==> config.mk <==
export PLATFORM = sky130hd
export DESIGN_NAME = integer_to_radix_digits_unit
export DESIGN_NICKNAME = d
export VERILOG_FILES = /design/src/hdl/itrd_pkg.sv /design/src/hdl/integer_to_radix_digits_unit.sv /design/src/hdl/itrd_divider.sv /design/src/hdl/itrd_digit_stack.sv
export VERILOG_INCLUDE_DIRS = /design/src /design/src/hdl
export SDC_FILE = /design/constraint.sdc
export NUM_CORES = 1
export LEC_CHECK = 0
export BUFFER_PORTS_ARGS = -buffer_cell sky130_fd_sc_hd__buf_2
export CAP_MARGIN = 20
export CORE_MARGIN = 2
export CORE_UTILIZATION = 60
export DETAILED_ROUTE_END_ITERATION = 10
export GPL_ROUTABILITY_DRIVEN = 0
export PLACE_DENSITY = 0.77
export SLEW_MARGIN = 20
export SYNTH_ARGS = -nofsm -noshare
export SYNTH_HDL_FRONTEND = slang
export SYNTH_HIERARCHICAL = 1
export SYNTH_SLANG_ARGS = --single-unit
==> constraint.sdc <==
create_clock -name clock -period 31.1 [get_ports clock]
set_input_delay 3.11 -clock clock [delete_from_list [all_inputs] [get_ports clock]]
set_output_delay 3.11 -clock clock [all_outputs]
set_load 0.05 [all_outputs]
==> src/hdl/integer_to_radix_digits_unit_macros.svh <==
// ----------------------------------------------------------------------------
// Assertion macros for the integer to radix digits unit
// Shared property wrappers used by the unit's concurrent checks.
// ----------------------------------------------------------------------------
`ifndef INTEGER_TO_RADIX_DIGITS_UNIT_MACROS_SVH
`define INTEGER_TO_RADIX_DIGITS_UNIT_MACROS_SVH

// Same-cycle implication, disabled while reset is high.
`define ITRD_ASSERT_IMPLIES(name, clk, rst, pre, post, msg) \
   name: assert property (@(posedge clk) disable iff (rst) (pre) |-> (post)) \
      else $error(msg);

// Next-cycle implication, disabled while reset is high.
`define ITRD_ASSERT_NEXT(name, clk, rst, pre, post, msg) \
   name: assert property (@(posedge clk) disable iff (rst) (pre) |=> (post)) \
      else $error(msg);

`endif

==> src/hdl/itrd_pkg.sv <==
// ----------------------------------------------------------------------------
// itrd_pkg
// Types, constants and helper functions for the integer to radix digits unit.
// ----------------------------------------------------------------------------
package itrd_pkg;

   localparam int IN_WIDTH    = 32;
   localparam int BASE_WIDTH  = 5;
   localparam int CHAR_WIDTH  = 8;
   localparam int DIGIT_WIDTH = 4;

   // Width of the word actually converted (8 to 64)
   localparam int VALUE_WIDTH = 32;

   // Divider retires STEP_BITS quotient bits per cycle
   localparam int STEP_BITS   = 8;
   localparam int DIV_STEPS   = (VALUE_WIDTH + STEP_BITS - 1) / STEP_BITS;
   localparam int DIV_WIDTH   = DIV_STEPS * STEP_BITS;
   localparam int DSTEP_WIDTH = (DIV_STEPS > 1) ? $clog2(DIV_STEPS) : 1;

   // Digit stack: at most VALUE_WIDTH digits (radix two)
   localparam int DCOUNT_WIDTH = $clog2(VALUE_WIDTH + 1);
   localparam int DIDX_WIDTH   = $clog2(VALUE_WIDTH);

   localparam logic [BASE_WIDTH-1:0] MIN_RADIX     = 5'd2;
   localparam logic [BASE_WIDTH-1:0] MAX_RADIX     = 5'd16;
   localparam logic [BASE_WIDTH-1:0] DECIMAL_RADIX = 5'd10;
   localparam logic [CHAR_WIDTH-1:0] MINUS_CHAR    = 8'h2D;
   localparam logic [CHAR_WIDTH-1:0] ZERO_CHAR     = 8'h30;
   localparam logic [CHAR_WIDTH-1:0] ALPHA_BASE    = 8'h37;   // 'A' - 10
   localparam logic [DIGIT_WIDTH-1:0] DECIMAL_DIGITS = 4'd10;

   typedef struct packed {
      logic [IN_WIDTH-1:0]   value_bits;
      logic [BASE_WIDTH-1:0] base;
   } req_type;

   typedef struct packed {
      logic [CHAR_WIDTH-1:0] character;
      logic                  last;
   } rsp_type;

   typedef struct packed {
      logic busy;
      logic done;
   } div_status_type;

   typedef struct packed {
      logic clear;
      logic push;
      logic pop;
   } stack_ctrl_type;

   function automatic logic [BASE_WIDTH-1:0] sat_radix(input logic [BASE_WIDTH-1:0] base);
      logic [BASE_WIDTH-1:0] r;
      if (base < MIN_RADIX) begin
         r = MIN_RADIX;
      end else if (base > MAX_RADIX) begin
         r = MAX_RADIX;
      end else begin
         r = base;
      end
      return r;
   endfunction

   function automatic logic [CHAR_WIDTH-1:0] digit_char(input logic [DIGIT_WIDTH-1:0] d);
      logic [CHAR_WIDTH-1:0] c;
      if (d < DECIMAL_DIGITS) begin
         c = ZERO_CHAR + CHAR_WIDTH'(d);
      end else begin
         c = ALPHA_BASE + CHAR_WIDTH'(d);
      end
      return c;
   endfunction

endpackage

==> src/hdl/integer_to_radix_digits_unit.sv <==
// ----------------------------------------------------------------------------
// integer_to_radix_digits_unit
// Converts a word to ASCII digits in radix 2..16, one character per transfer.
// ----------------------------------------------------------------------------
// Usage:
//   req channel carries one word and a radix; the radix is saturated to 2..16.
//   Radix ten reads the word as two's complement and prefixes '-' when
//   negative; other radices read it as unsigned. Zero gives a single '0'.
//   rsp channel returns the characters most significant first, one per
//   transfer, with last set on the final character of the number.
//   req_stall is high from the transfer of a word until its final character
//   has been loaded into the output register.
// Operation:
//   Each digit takes one pass through the shared divider, which retires
//   eight quotient bits per cycle; the digits are then emitted as
//   characters, one per cycle while rsp is not stalled. A new word is
//   accepted only after the final character of the last one is loaded.
// Reset clears the sequencer, the output valid and the digit stack count.
// A stalled rsp transfer holds its character; emission simply waits.
// ----------------------------------------------------------------------------
`include "integer_to_radix_digits_unit_macros.svh"

module integer_to_radix_digits_unit (
   input  logic              clock,
   input  logic              reset,
   input  logic              req_valid,
   output logic              req_stall,
   input  itrd_pkg::req_type req_data,
   output logic              rsp_valid,
   input  logic              rsp_stall,
   output itrd_pkg::rsp_type rsp_data
);

   typedef enum logic [1:0] {
      ST_IDLE,
      ST_DIVIDE,
      ST_SIGN,
      ST_EMIT
   } state_type;

   state_type                        state_ff;
   logic                             neg_ff;
   logic [itrd_pkg::BASE_WIDTH-1:0]  radix_ff;
   logic                             rsp_valid_ff;
   itrd_pkg::rsp_type                rsp_ff;

   logic [itrd_pkg::BASE_WIDTH-1:0]  radix_in;
   logic [itrd_pkg::VALUE_WIDTH-1:0] mag_in;
   logic [itrd_pkg::VALUE_WIDTH-1:0] abs_in;
   logic                             neg_in;
   logic                             req_xfer;
   logic                             out_free;
   logic                             rsp_load;
   logic                             quot_zero;

   logic                             div_start;
   logic [itrd_pkg::DIV_WIDTH-1:0]   div_dividend;
   logic [itrd_pkg::BASE_WIDTH-1:0]  div_radix;
   itrd_pkg::div_status_type         div_status;
   logic [itrd_pkg::DIV_WIDTH-1:0]   div_quotient;
   logic [itrd_pkg::DIGIT_WIDTH-1:0] div_remainder;

   itrd_pkg::stack_ctrl_type         stack_ctrl;
   logic [itrd_pkg::DIGIT_WIDTH-1:0] stack_top;
   logic [itrd_pkg::DCOUNT_WIDTH-1:0] stack_count;

   assign req_stall = (state_ff != ST_IDLE);
   assign req_xfer  = req_valid && !req_stall;
   assign out_free  = !rsp_valid_ff || !rsp_stall;
   assign rsp_load  = out_free && (state_ff == ST_SIGN || state_ff == ST_EMIT);
   assign quot_zero = (div_quotient == '0);

   // Radix ten: negative words convert through their magnitude
   assign radix_in = itrd_pkg::sat_radix(req_data.base);
   assign mag_in   = itrd_pkg::VALUE_WIDTH'(req_data.value_bits);
   assign neg_in   = (radix_in == itrd_pkg::DECIMAL_RADIX) &&
                     mag_in[itrd_pkg::VALUE_WIDTH-1];
   assign abs_in   = neg_in ? (~mag_in + 1'b1) : mag_in;

   // First division from the input word, later ones from the last quotient
   assign div_start    = req_xfer ||
                         (state_ff == ST_DIVIDE && div_status.done && !quot_zero);
   assign div_dividend = (state_ff == ST_IDLE) ? itrd_pkg::DIV_WIDTH'(abs_in) : div_quotient;
   assign div_radix    = (state_ff == ST_IDLE) ? radix_in : radix_ff;

   assign stack_ctrl.clear = req_xfer;
   assign stack_ctrl.push  = (state_ff == ST_DIVIDE) && div_status.done;
   assign stack_ctrl.pop   = (state_ff == ST_EMIT) && out_free;

   itrd_divider u_divider (
      .clock     (clock),
      .reset     (reset),
      .start     (div_start),
      .dividend  (div_dividend),
      .radix     (div_radix),
      .status    (div_status),
      .quotient  (div_quotient),
      .remainder (div_remainder)
   );

   itrd_digit_stack u_digit_stack (
      .clock      (clock),
      .reset      (reset),
      .ctrl       (stack_ctrl),
      .push_digit (div_remainder),
      .top_digit  (stack_top),
      .count      (stack_count)
   );

   always_ff @(posedge clock) begin
      if (reset) begin
         state_ff     <= ST_IDLE;
         rsp_valid_ff <= 1'b0;
      end else begin
         if (rsp_load) begin
            rsp_valid_ff <= 1'b1;
         end else if (out_free) begin
            rsp_valid_ff <= 1'b0;
         end
         case (state_ff)
            ST_IDLE: begin
               if (req_xfer) begin
                  neg_ff   <= neg_in;
                  radix_ff <= radix_in;
                  state_ff <= ST_DIVIDE;
               end
            end
            ST_DIVIDE: begin
               if (div_status.done && quot_zero) begin
                  state_ff <= neg_ff ? ST_SIGN : ST_EMIT;
               end
            end
            ST_SIGN: begin
               if (out_free) begin
                  rsp_ff.character <= itrd_pkg::MINUS_CHAR;
                  rsp_ff.last      <= 1'b0;
                  state_ff         <= ST_EMIT;
               end
            end
            ST_EMIT: begin
               if (out_free) begin
                  rsp_ff.character <= itrd_pkg::digit_char(stack_top);
                  rsp_ff.last      <= (stack_count == itrd_pkg::DCOUNT_WIDTH'(1));
                  if (stack_count == itrd_pkg::DCOUNT_WIDTH'(1)) begin
                     state_ff <= ST_IDLE;
                  end
               end
            end
            default: begin
               state_ff <= ST_IDLE;
            end
         endcase
      end
   end

   assign rsp_valid = rsp_valid_ff;
   assign rsp_data  = rsp_ff;

   `ITRD_ASSERT_IMPLIES(a_start_not_busy, clock, reset, div_start, !div_status.busy,
      "divider restarted while busy")
   `ITRD_ASSERT_IMPLIES(a_emit_has_digit, clock, reset, state_ff == ST_EMIT,
      stack_count != '0, "emitting from an empty digit stack")
   `ITRD_ASSERT_IMPLIES(a_sign_not_last, clock, reset,
      rsp_valid_ff && rsp_ff.character == itrd_pkg::MINUS_CHAR, !rsp_ff.last,
      "minus sign flagged as last character")
   `ITRD_ASSERT_NEXT(a_final_digit_leaves, clock, reset,
      state_ff == ST_DIVIDE && div_status.done && quot_zero,
      state_ff == ST_SIGN || state_ff == ST_EMIT, "conversion did not move to emission")

endmodule

==> src/hdl/itrd_divider.sv <==
// ----------------------------------------------------------------------------
// itrd_divider
// Iterative divide by a small radix, STEP_BITS restoring steps per cycle.
// ----------------------------------------------------------------------------
module itrd_divider (
   input  logic                               clock,
   input  logic                               reset,
   input  logic                               start,
   input  logic [itrd_pkg::DIV_WIDTH-1:0]     dividend,
   input  logic [itrd_pkg::BASE_WIDTH-1:0]    radix,
   output itrd_pkg::div_status_type           status,
   output logic [itrd_pkg::DIV_WIDTH-1:0]     quotient,
   output logic [itrd_pkg::DIGIT_WIDTH-1:0]   remainder
);

   logic [itrd_pkg::DIV_WIDTH-1:0]   work_ff, work_in;
   logic [itrd_pkg::DIGIT_WIDTH-1:0] rem_ff, rem_in;
   logic [itrd_pkg::BASE_WIDTH-1:0]  radix_ff;
   logic [itrd_pkg::DSTEP_WIDTH-1:0] cnt_ff;
   logic                             busy_ff;
   logic                             done_ff;

   // Dividend bits shift out of the top, quotient bits shift in at the bottom
   always_comb begin
      logic [itrd_pkg::DIGIT_WIDTH:0]   trial;
      logic [itrd_pkg::DIGIT_WIDTH-1:0] r;
      logic [itrd_pkg::STEP_BITS-1:0]   q_bits;
      r      = rem_ff;
      q_bits = '0;
      for (int i = 0; i < itrd_pkg::STEP_BITS; i++) begin
         trial = {r, work_ff[itrd_pkg::DIV_WIDTH-1-i]};
         if (trial >= radix_ff) begin
            trial = trial - radix_ff;
            q_bits[itrd_pkg::STEP_BITS-1-i] = 1'b1;
         end
         r = trial[itrd_pkg::DIGIT_WIDTH-1:0];
      end
      rem_in  = r;
      work_in = (work_ff << itrd_pkg::STEP_BITS) | itrd_pkg::DIV_WIDTH'(q_bits);
   end

   always_ff @(posedge clock) begin
      if (reset) begin
         busy_ff <= 1'b0;
         done_ff <= 1'b0;
      end else begin
         done_ff <= 1'b0;
         if (start) begin
            work_ff  <= dividend;
            rem_ff   <= '0;
            radix_ff <= radix;
            cnt_ff   <= itrd_pkg::DSTEP_WIDTH'(itrd_pkg::DIV_STEPS - 1);
            busy_ff  <= 1'b1;
         end else if (busy_ff) begin
            work_ff <= work_in;
            rem_ff  <= rem_in;
            cnt_ff  <= cnt_ff - 1'b1;
            if (cnt_ff == '0) begin
               busy_ff <= 1'b0;
               done_ff <= 1'b1;
            end
         end
      end
   end

   assign status.busy = busy_ff;
   assign status.done = done_ff;
   assign quotient    = work_ff;
   assign remainder   = rem_ff;

endmodule

==> src/hdl/itrd_digit_stack.sv <==
// ----------------------------------------------------------------------------
// itrd_digit_stack
// LIFO of digit values; digits arrive least significant first and leave
// most significant first.
// ----------------------------------------------------------------------------
module itrd_digit_stack (
   input  logic                                clock,
   input  logic                                reset,
   input  itrd_pkg::stack_ctrl_type            ctrl,
   input  logic [itrd_pkg::DIGIT_WIDTH-1:0]    push_digit,
   output logic [itrd_pkg::DIGIT_WIDTH-1:0]    top_digit,
   output logic [itrd_pkg::DCOUNT_WIDTH-1:0]   count
);

   logic [itrd_pkg::DIGIT_WIDTH-1:0]  digits_ff [itrd_pkg::VALUE_WIDTH];
   logic [itrd_pkg::DCOUNT_WIDTH-1:0] count_ff;
   logic [itrd_pkg::DCOUNT_WIDTH-1:0] top_pos;

   assign top_pos   = count_ff - 1'b1;
   assign top_digit = digits_ff[top_pos[itrd_pkg::DIDX_WIDTH-1:0]];
   assign count     = count_ff;

   always_ff @(posedge clock) begin
      if (reset) begin
         count_ff <= '0;
      end else if (ctrl.clear) begin
         count_ff <= '0;
      end else if (ctrl.push) begin
         count_ff <= count_ff + 1'b1;
      end else if (ctrl.pop) begin
         count_ff <= count_ff - 1'b1;
      end
   end

   always_ff @(posedge clock) begin
      if (ctrl.push && !ctrl.clear) begin
         digits_ff[count_ff[itrd_pkg::DIDX_WIDTH-1:0]] <= push_digit;
      end
   end

endmodule

Word level (Yosys, flattened, before mapping) --
Memory sizes are Yosys's and may differ from the RTL's. Index checks and enable logic that the tools add are counted.
Word-level totals: flip-flop bits (word level) 69, RAM bits 128, input port bits 41, output and inout bits 11, word-level logic and storage cells 132, memories 1
Cells by class: $add $sub $neg 14, magnitude comparators 11, equality and inequality tests 11, multiplexer cells 46, bitwise operators 4, reductions and logical operators 32
Memory list:
- u_digit_stack.digits_ff | depth 32, bits a word 4, rd ports 1, clocked after memory_dff 0, wr ports 1, line itrd_digit_stack.sv:15 | logic [itrd_pkg::DIGIT_WIDTH-1:0] digits_ff [itrd_pkg::VALUE_WIDTH];
Operators by type and width (count):
- 32-bit 2-to-1 mux | 4
- 5-bit >= comparator | 8
- 4-bit 2-to-1 mux | 9
- 32-bit by 1-bit adder with 32-bit output, second input constant | 1
- 32-bit zero test | 1
- 32-bit NOT | 1
- 32-bit by 8-bit bitwise OR with 32-bit output | 1
- 4-bit subtractor | 8
- 9-bit 2-to-1 mux | 2
- 9-bit case mux with 2 select lines | 1
- 1-bit 2-to-1 mux | 17
- 5-bit 2-to-1 mux | 3
- 6-bit by 4-bit adder with 7-bit output, first input constant | 2
- 2-bit 2-to-1 mux | 6
- 6-bit 2-to-1 mux | 2
- 2-bit nonzero test | 5
- 1-bit logical AND | 8
- 2-bit case mux with 4 select lines | 1
- 7-bit 2-to-1 mux | 1
- 6-bit by 1-bit adder with 6-bit output, second input constant | 1
- 6-bit by 1-bit equality test with 1-bit output, second input constant | 1
- 2-bit by 1-bit != test with 1-bit output, second input constant | 3
- 2-bit != test, second input constant | 3
- 3-bit AND reduction | 2
- 17 further kinds | 27

Logic depth before layout (Yosys ltp) --
word-level depth 19, gate-level depth with buffers 50, depth with buffers taken out 49

By module --
Netlist, hierarchy kept.
By module, submodules not included:
- itrd_digit_stack | instances 1, cells an instance 317, area each 5602.9 sq um, seq. area each 3963.8 sq um
- itrd_divider | instances 1, cells an instance 320, area each 3553.4 sq um, seq. area each 1331.3 sq um
- integer_to_radix_digits_unit | instances 1, cells an instance 270, area each 2054.5 sq um, seq. area each 480.5 sq um

Least setup slack after synthesis --
No wires, ideal clock.
path type reg-to-reg, start point register u_divider/radix_ff[1] in the netlist's numbering, end point register u_divider.rem_ff (netlist bit u_divider/remainder[3]), data pin, setup time 256 ps, data arrival time 9690 ps, required time 30844 ps, path slack 21154 ps, cell stages (with the launch flop) 47, path buffers 1, clock period less this slack 9946 ps, cells stage by stage edfxtp_1 > inv_1 > ha_1 > a21o_1 > a31oi_1 > o21ai_2 > mux2_4 > ha_1 > a21oi_1 > o21ai_1 > and4b_1 > nor4_4 > inv_1 > ha_1 > a31oi_1 > o21ai_2 > mux2i_1 > ha_1 > [11 not listed] > inv_1 > ha_1 > a21o_1 > a31oi_1 > o21ai_2 > mux2i_1 > ha_1 > a21oi_1 > o21ai_0 > a31oi_2 > mux2i_1 > ha_1 > nor2b_1 > o21ai_0 > a31oi_1 > a211oi_2 > nor3_1 > a31o_2
On the way: word-level cells in the longest chain between the ends 17, elaborated cells on any way between the ends 25, classes of those cells add/sub (8); order compare (8); mux (9)
RTL lines:
- start, declared | line itrd_divider.sv:18 | logic [itrd_pkg::BASE_WIDTH-1:0] radix_ff;
- start signal, assigned | line itrd_divider.sv:51 | radix_ff <= radix;
- 4-bit subtractor / 5-bit >= comparator (equally long branches) | line itrd_divider.sv:33, itrd_divider.sv:32
- 4-bit 2-to-1 mux | line itrd_divider.sv:32 | if (trial >= radix_ff) begin
- 4-bit subtractor / 5-bit >= comparator (equally long branches) | line itrd_divider.sv:33, itrd_divider.sv:32
- 4-bit 2-to-1 mux | line itrd_divider.sv:32
- 4-bit subtractor / 5-bit >= comparator (equally long branches) | line itrd_divider.sv:33, itrd_divider.sv:32
- 4-bit 2-to-1 mux | line itrd_divider.sv:32
- 5-bit >= comparator / 4-bit subtractor (equally long branches) | line itrd_divider.sv:32, itrd_divider.sv:33
- 4-bit 2-to-1 mux | line itrd_divider.sv:32
- 4-bit subtractor / 5-bit >= comparator (equally long branches) | line itrd_divider.sv:33, itrd_divider.sv:32
- 4-bit 2-to-1 mux | line itrd_divider.sv:32
- 4-bit subtractor / 5-bit >= comparator (equally long branches) | line itrd_divider.sv:33, itrd_divider.sv:32
- 4-bit 2-to-1 mux | line itrd_divider.sv:32
- 5-bit >= comparator / 4-bit subtractor (equally long branches) | line itrd_divider.sv:32, itrd_divider.sv:33
- 4-bit 2-to-1 mux | line itrd_divider.sv:32
- 4-bit subtractor / 5-bit >= comparator (equally long branches) | line itrd_divider.sv:33, itrd_divider.sv:32
- 4-bit 2-to-1 mux * | line itrd_divider.sv:32
- 4-bit 2-to-1 mux * | line itrd_divider.sv:54 | end else if (busy_ff) begin
- end signal, assigned | line itrd_divider.sv:56 | rem_ff <= rem_in;
- end, declared | line itrd_divider.sv:17 | logic [itrd_pkg::DIGIT_WIDTH-1:0] rem_ff, rem_in;
Mark *: on every way between the ends. The rest lies on a longest branch, timed or not. The select of a mux whose other input is x is not followed. A chain may end at the register's enable or synchronous reset.

Worst setup path after layout --
start point register u_divider.rem_ff (netlist bit u_divider/remainder[1]), end point register u_divider.rem_ff (netlist bit u_divider/remainder[3]), data pin
On the way: word-level cells in the longest chain between the ends 17, elaborated cells on any way between the ends 25, classes of those cells add/sub (8); order compare (8); mux (9)
RTL lines (line):
- 4-bit subtractor / 5-bit >= comparator (equally long branches) | itrd_divider.sv:33, itrd_divider.sv:32
- 4-bit 2-to-1 mux * | itrd_divider.sv:32
- 4-bit subtractor / 5-bit >= comparator (equally long branches) | itrd_divider.sv:33, itrd_divider.sv:32
- 4-bit 2-to-1 mux * | itrd_divider.sv:32
- 5-bit >= comparator / 4-bit subtractor (equally long branches) | itrd_divider.sv:32, itrd_divider.sv:33
- 4-bit 2-to-1 mux * | itrd_divider.sv:32
- 4-bit subtractor / 5-bit >= comparator (equally long branches) | itrd_divider.sv:33, itrd_divider.sv:32
- 4-bit 2-to-1 mux * | itrd_divider.sv:32
- 4-bit subtractor / 5-bit >= comparator (equally long branches) | itrd_divider.sv:33, itrd_divider.sv:32
- 4-bit 2-to-1 mux * | itrd_divider.sv:32
- 4-bit subtractor / 5-bit >= comparator (equally long branches) | itrd_divider.sv:33, itrd_divider.sv:32
- 4-bit 2-to-1 mux * | itrd_divider.sv:32
- 5-bit >= comparator / 4-bit subtractor (equally long branches) | itrd_divider.sv:32, itrd_divider.sv:33
- 4-bit 2-to-1 mux * | itrd_divider.sv:32
- 4-bit subtractor / 5-bit >= comparator (equally long branches) | itrd_divider.sv:33, itrd_divider.sv:32
- 4-bit 2-to-1 mux * | itrd_divider.sv:32
- 4-bit 2-to-1 mux * | itrd_divider.sv:54
Marked as above.

==> results_dict.tcl <==
set metrics [dict create \
    status "completed" \
    r2r_slack_ps 19300 \
    critical_path_class "reg2reg" \
    cpMaxStageDelayCell "edfxtp_1" \
    worstPathArrival_ps 11980 \
    period_minus_slack_ps 11800 \
    worstRegToRegCells 43 \
    place_hpwl_mm 16.1 \
    dr.pass1.iters 5 \
    pin_count 52 \
    die_y_microns 141 \
    layout_common_cells "edfxtp_1, nor2_1, a21oi_1" \
    critPathMaxStageDelay_ps 990 \
    area_growth_pct 9.88 \
    timing.fmax_mhz 84.8 \
    setup_tns_ps 0 \
    clock-root-buffer "clkbuf_16" \
    crit_top_cell "ha_1" \
    rsz0062_at_grt "false" \
    grt_overflow 0 \
    r2r_start "u_divider/remainder[1]" \
    grt_pass1_vias 7211 \
    routedWlPerCell_microns 19.8 \
    die_x_microns 141 \
    fin_ws_ps 19300 \
    layout-drive-gt1-share 0.219 \
    cts_made_buffers 17 \
    ant_nets 0 \
    postSynthCellCount 906 \
    busiest_layer "met2" \
    avgSynthCellArea_sq_um 12.4 \
    crit_end "u_divider/remainder[3]" \
    grt_pass1_wl_mm 37.1 \
    final_max_slew_viol_count 0 \
    cts_max_level 4 \
    critPathCaptureType "register" \
    coreArea_sq_um 18100 \
    path_delay_family "compound AO/OA/AOI/OAI gates" \
    clock-sinks 196 \
    post-cts-setup-buffers 0 \
    finalCritPeriodShare 0.379 \
    start_util 0.617 \
    path_max_fanout 34 \
    cts_tree "yes" \
    cts_hold_buf 0 \
    crit_buf_inv 1 \
    syn_nets 1007 \
    final_common_cell "edfxtp_1" \
    drt-initial-drc-count 620 \
    path_depth 43 \
    diodes 0 \
    synth_area_sq_um 11200 \
    grt_usage 0.241 \
    finalSetupViolCount 0 \
    max-cap-violations 0 \
    crit_start "u_divider/remainder[1]" \
    drc_errors 0 \
    num_rows 49 \
    worstSkewPairLatency_ps 440 \
    dp_slack_ps 19410 \
    met1_usage 0.301 \
    grt_max_degree 73 \
    drt_wl_total_mm 23.5 \
    grtUsageMet3 0.0428 \
    clockBufferDepth 2 \
    cts_resized 0 \
    vias 7318 \
    clock-skew-final_ps 18.2 \
    reg2reg_to "u_divider/remainder[3]" \
    tightest_slew_ps 1090 \
    worstSetupStartpointType "register" \
    relSlewSlack 0.268 \
    hold_class "reg2reg" \
    antenna_found_initial 0 \
    yosys_warnings 6 \
    fin_nets 1046 \
    vias_per_cell 6.17 \
    numPortBuffers 50 \
    clkTransAtPathRegs_ps 70 \
    required_ps 31290 \
    die-area_sq_um 19800 \
    finalHoldViolCount 0 \
    use_met2 0.419 \
]
routing by layer:
layer / up-vias / routed length [microns]
met2: 231 / 12000
met5: - / 0
met3: 59 / 1110
met4: 0 / 748
met1: 3526 / 9580
li1: 3502 / -
cell type report:
| type | instances | area [sq um] |
|---|---|---|
| clock inverters | 15 | 220 |
| inverters | 49 | 184 |
| multi-input cells | 622 | 5090 |
| well taps | 229 | 287 |
| repair buffers | 59 | 325 |
| fillers | 1283 | 5840 |
| flip-flops and latches | 196 | 5780 |
| clock buffers | 17 | 425 |
worst min-delay path, delay by kind of cell (launching register included):
| kind | cells | cell delay (ps) |
|---|---|---|
| AND/OR/NAND/NOR | 2 | 90 |
| flip-flops | 1 | 310 |
flip-flops by register name, summed over array words and instances, names as in the netlist:
| register | count |
|---|---|
| u_digit_stack/count | 6 |
| u_divider/remainder | 4 |
| u_divider/quotient | 32 |
| state_ff | 2 |
| u_divider/radix_ff | 5 |
| rsp_data | 8 |
| rsp_valid | 1 |
| u_digit_stack/digits_ff | 128 |
| u_divider/busy_ff | 1 |
| neg_ff | 1 |
| u_divider/cnt_ff | 2 |
| radix_ff | 5 |
| u_divider/done_ff | 1 |
how the worst min path moves through the flow:
stage / from / endpoint / slack (ps) / depth (start not counted)
4_1_cts: u_divider/busy_ff / u_divider/done_ff / 440 / 2
5_1_grt: u_divider/busy_ff / u_divider/done_ff / 460 / 2
2_1_floorplan: u_divider/busy_ff / u_divider/done_ff / 410 / 2
3_3_place_gp: u_divider/busy_ff / u_divider/done_ff / 430 / 2
6_report: u_divider/busy_ff / u_divider/done_ff / 440 / 2
3_5_place_dp: u_divider/busy_ff / u_divider/done_ff / 430 / 2
stage by stage:
stage          instances  area [sq um]  hold slack [ps]   util
3_3_place_gp        1154         11600              427  0.641
6_report            1187         12300              435  0.678
4_1_cts             1186         12300              440  0.677
5_1_grt             1187         12300              458  0.678
2_1_floorplan        906         11200              414      -
3_5_place_dp        1154         11600              431  0.641
Power is not shown: default switching activity piles up to over one toggle a cycle in this logic, so the estimate is an artifact.
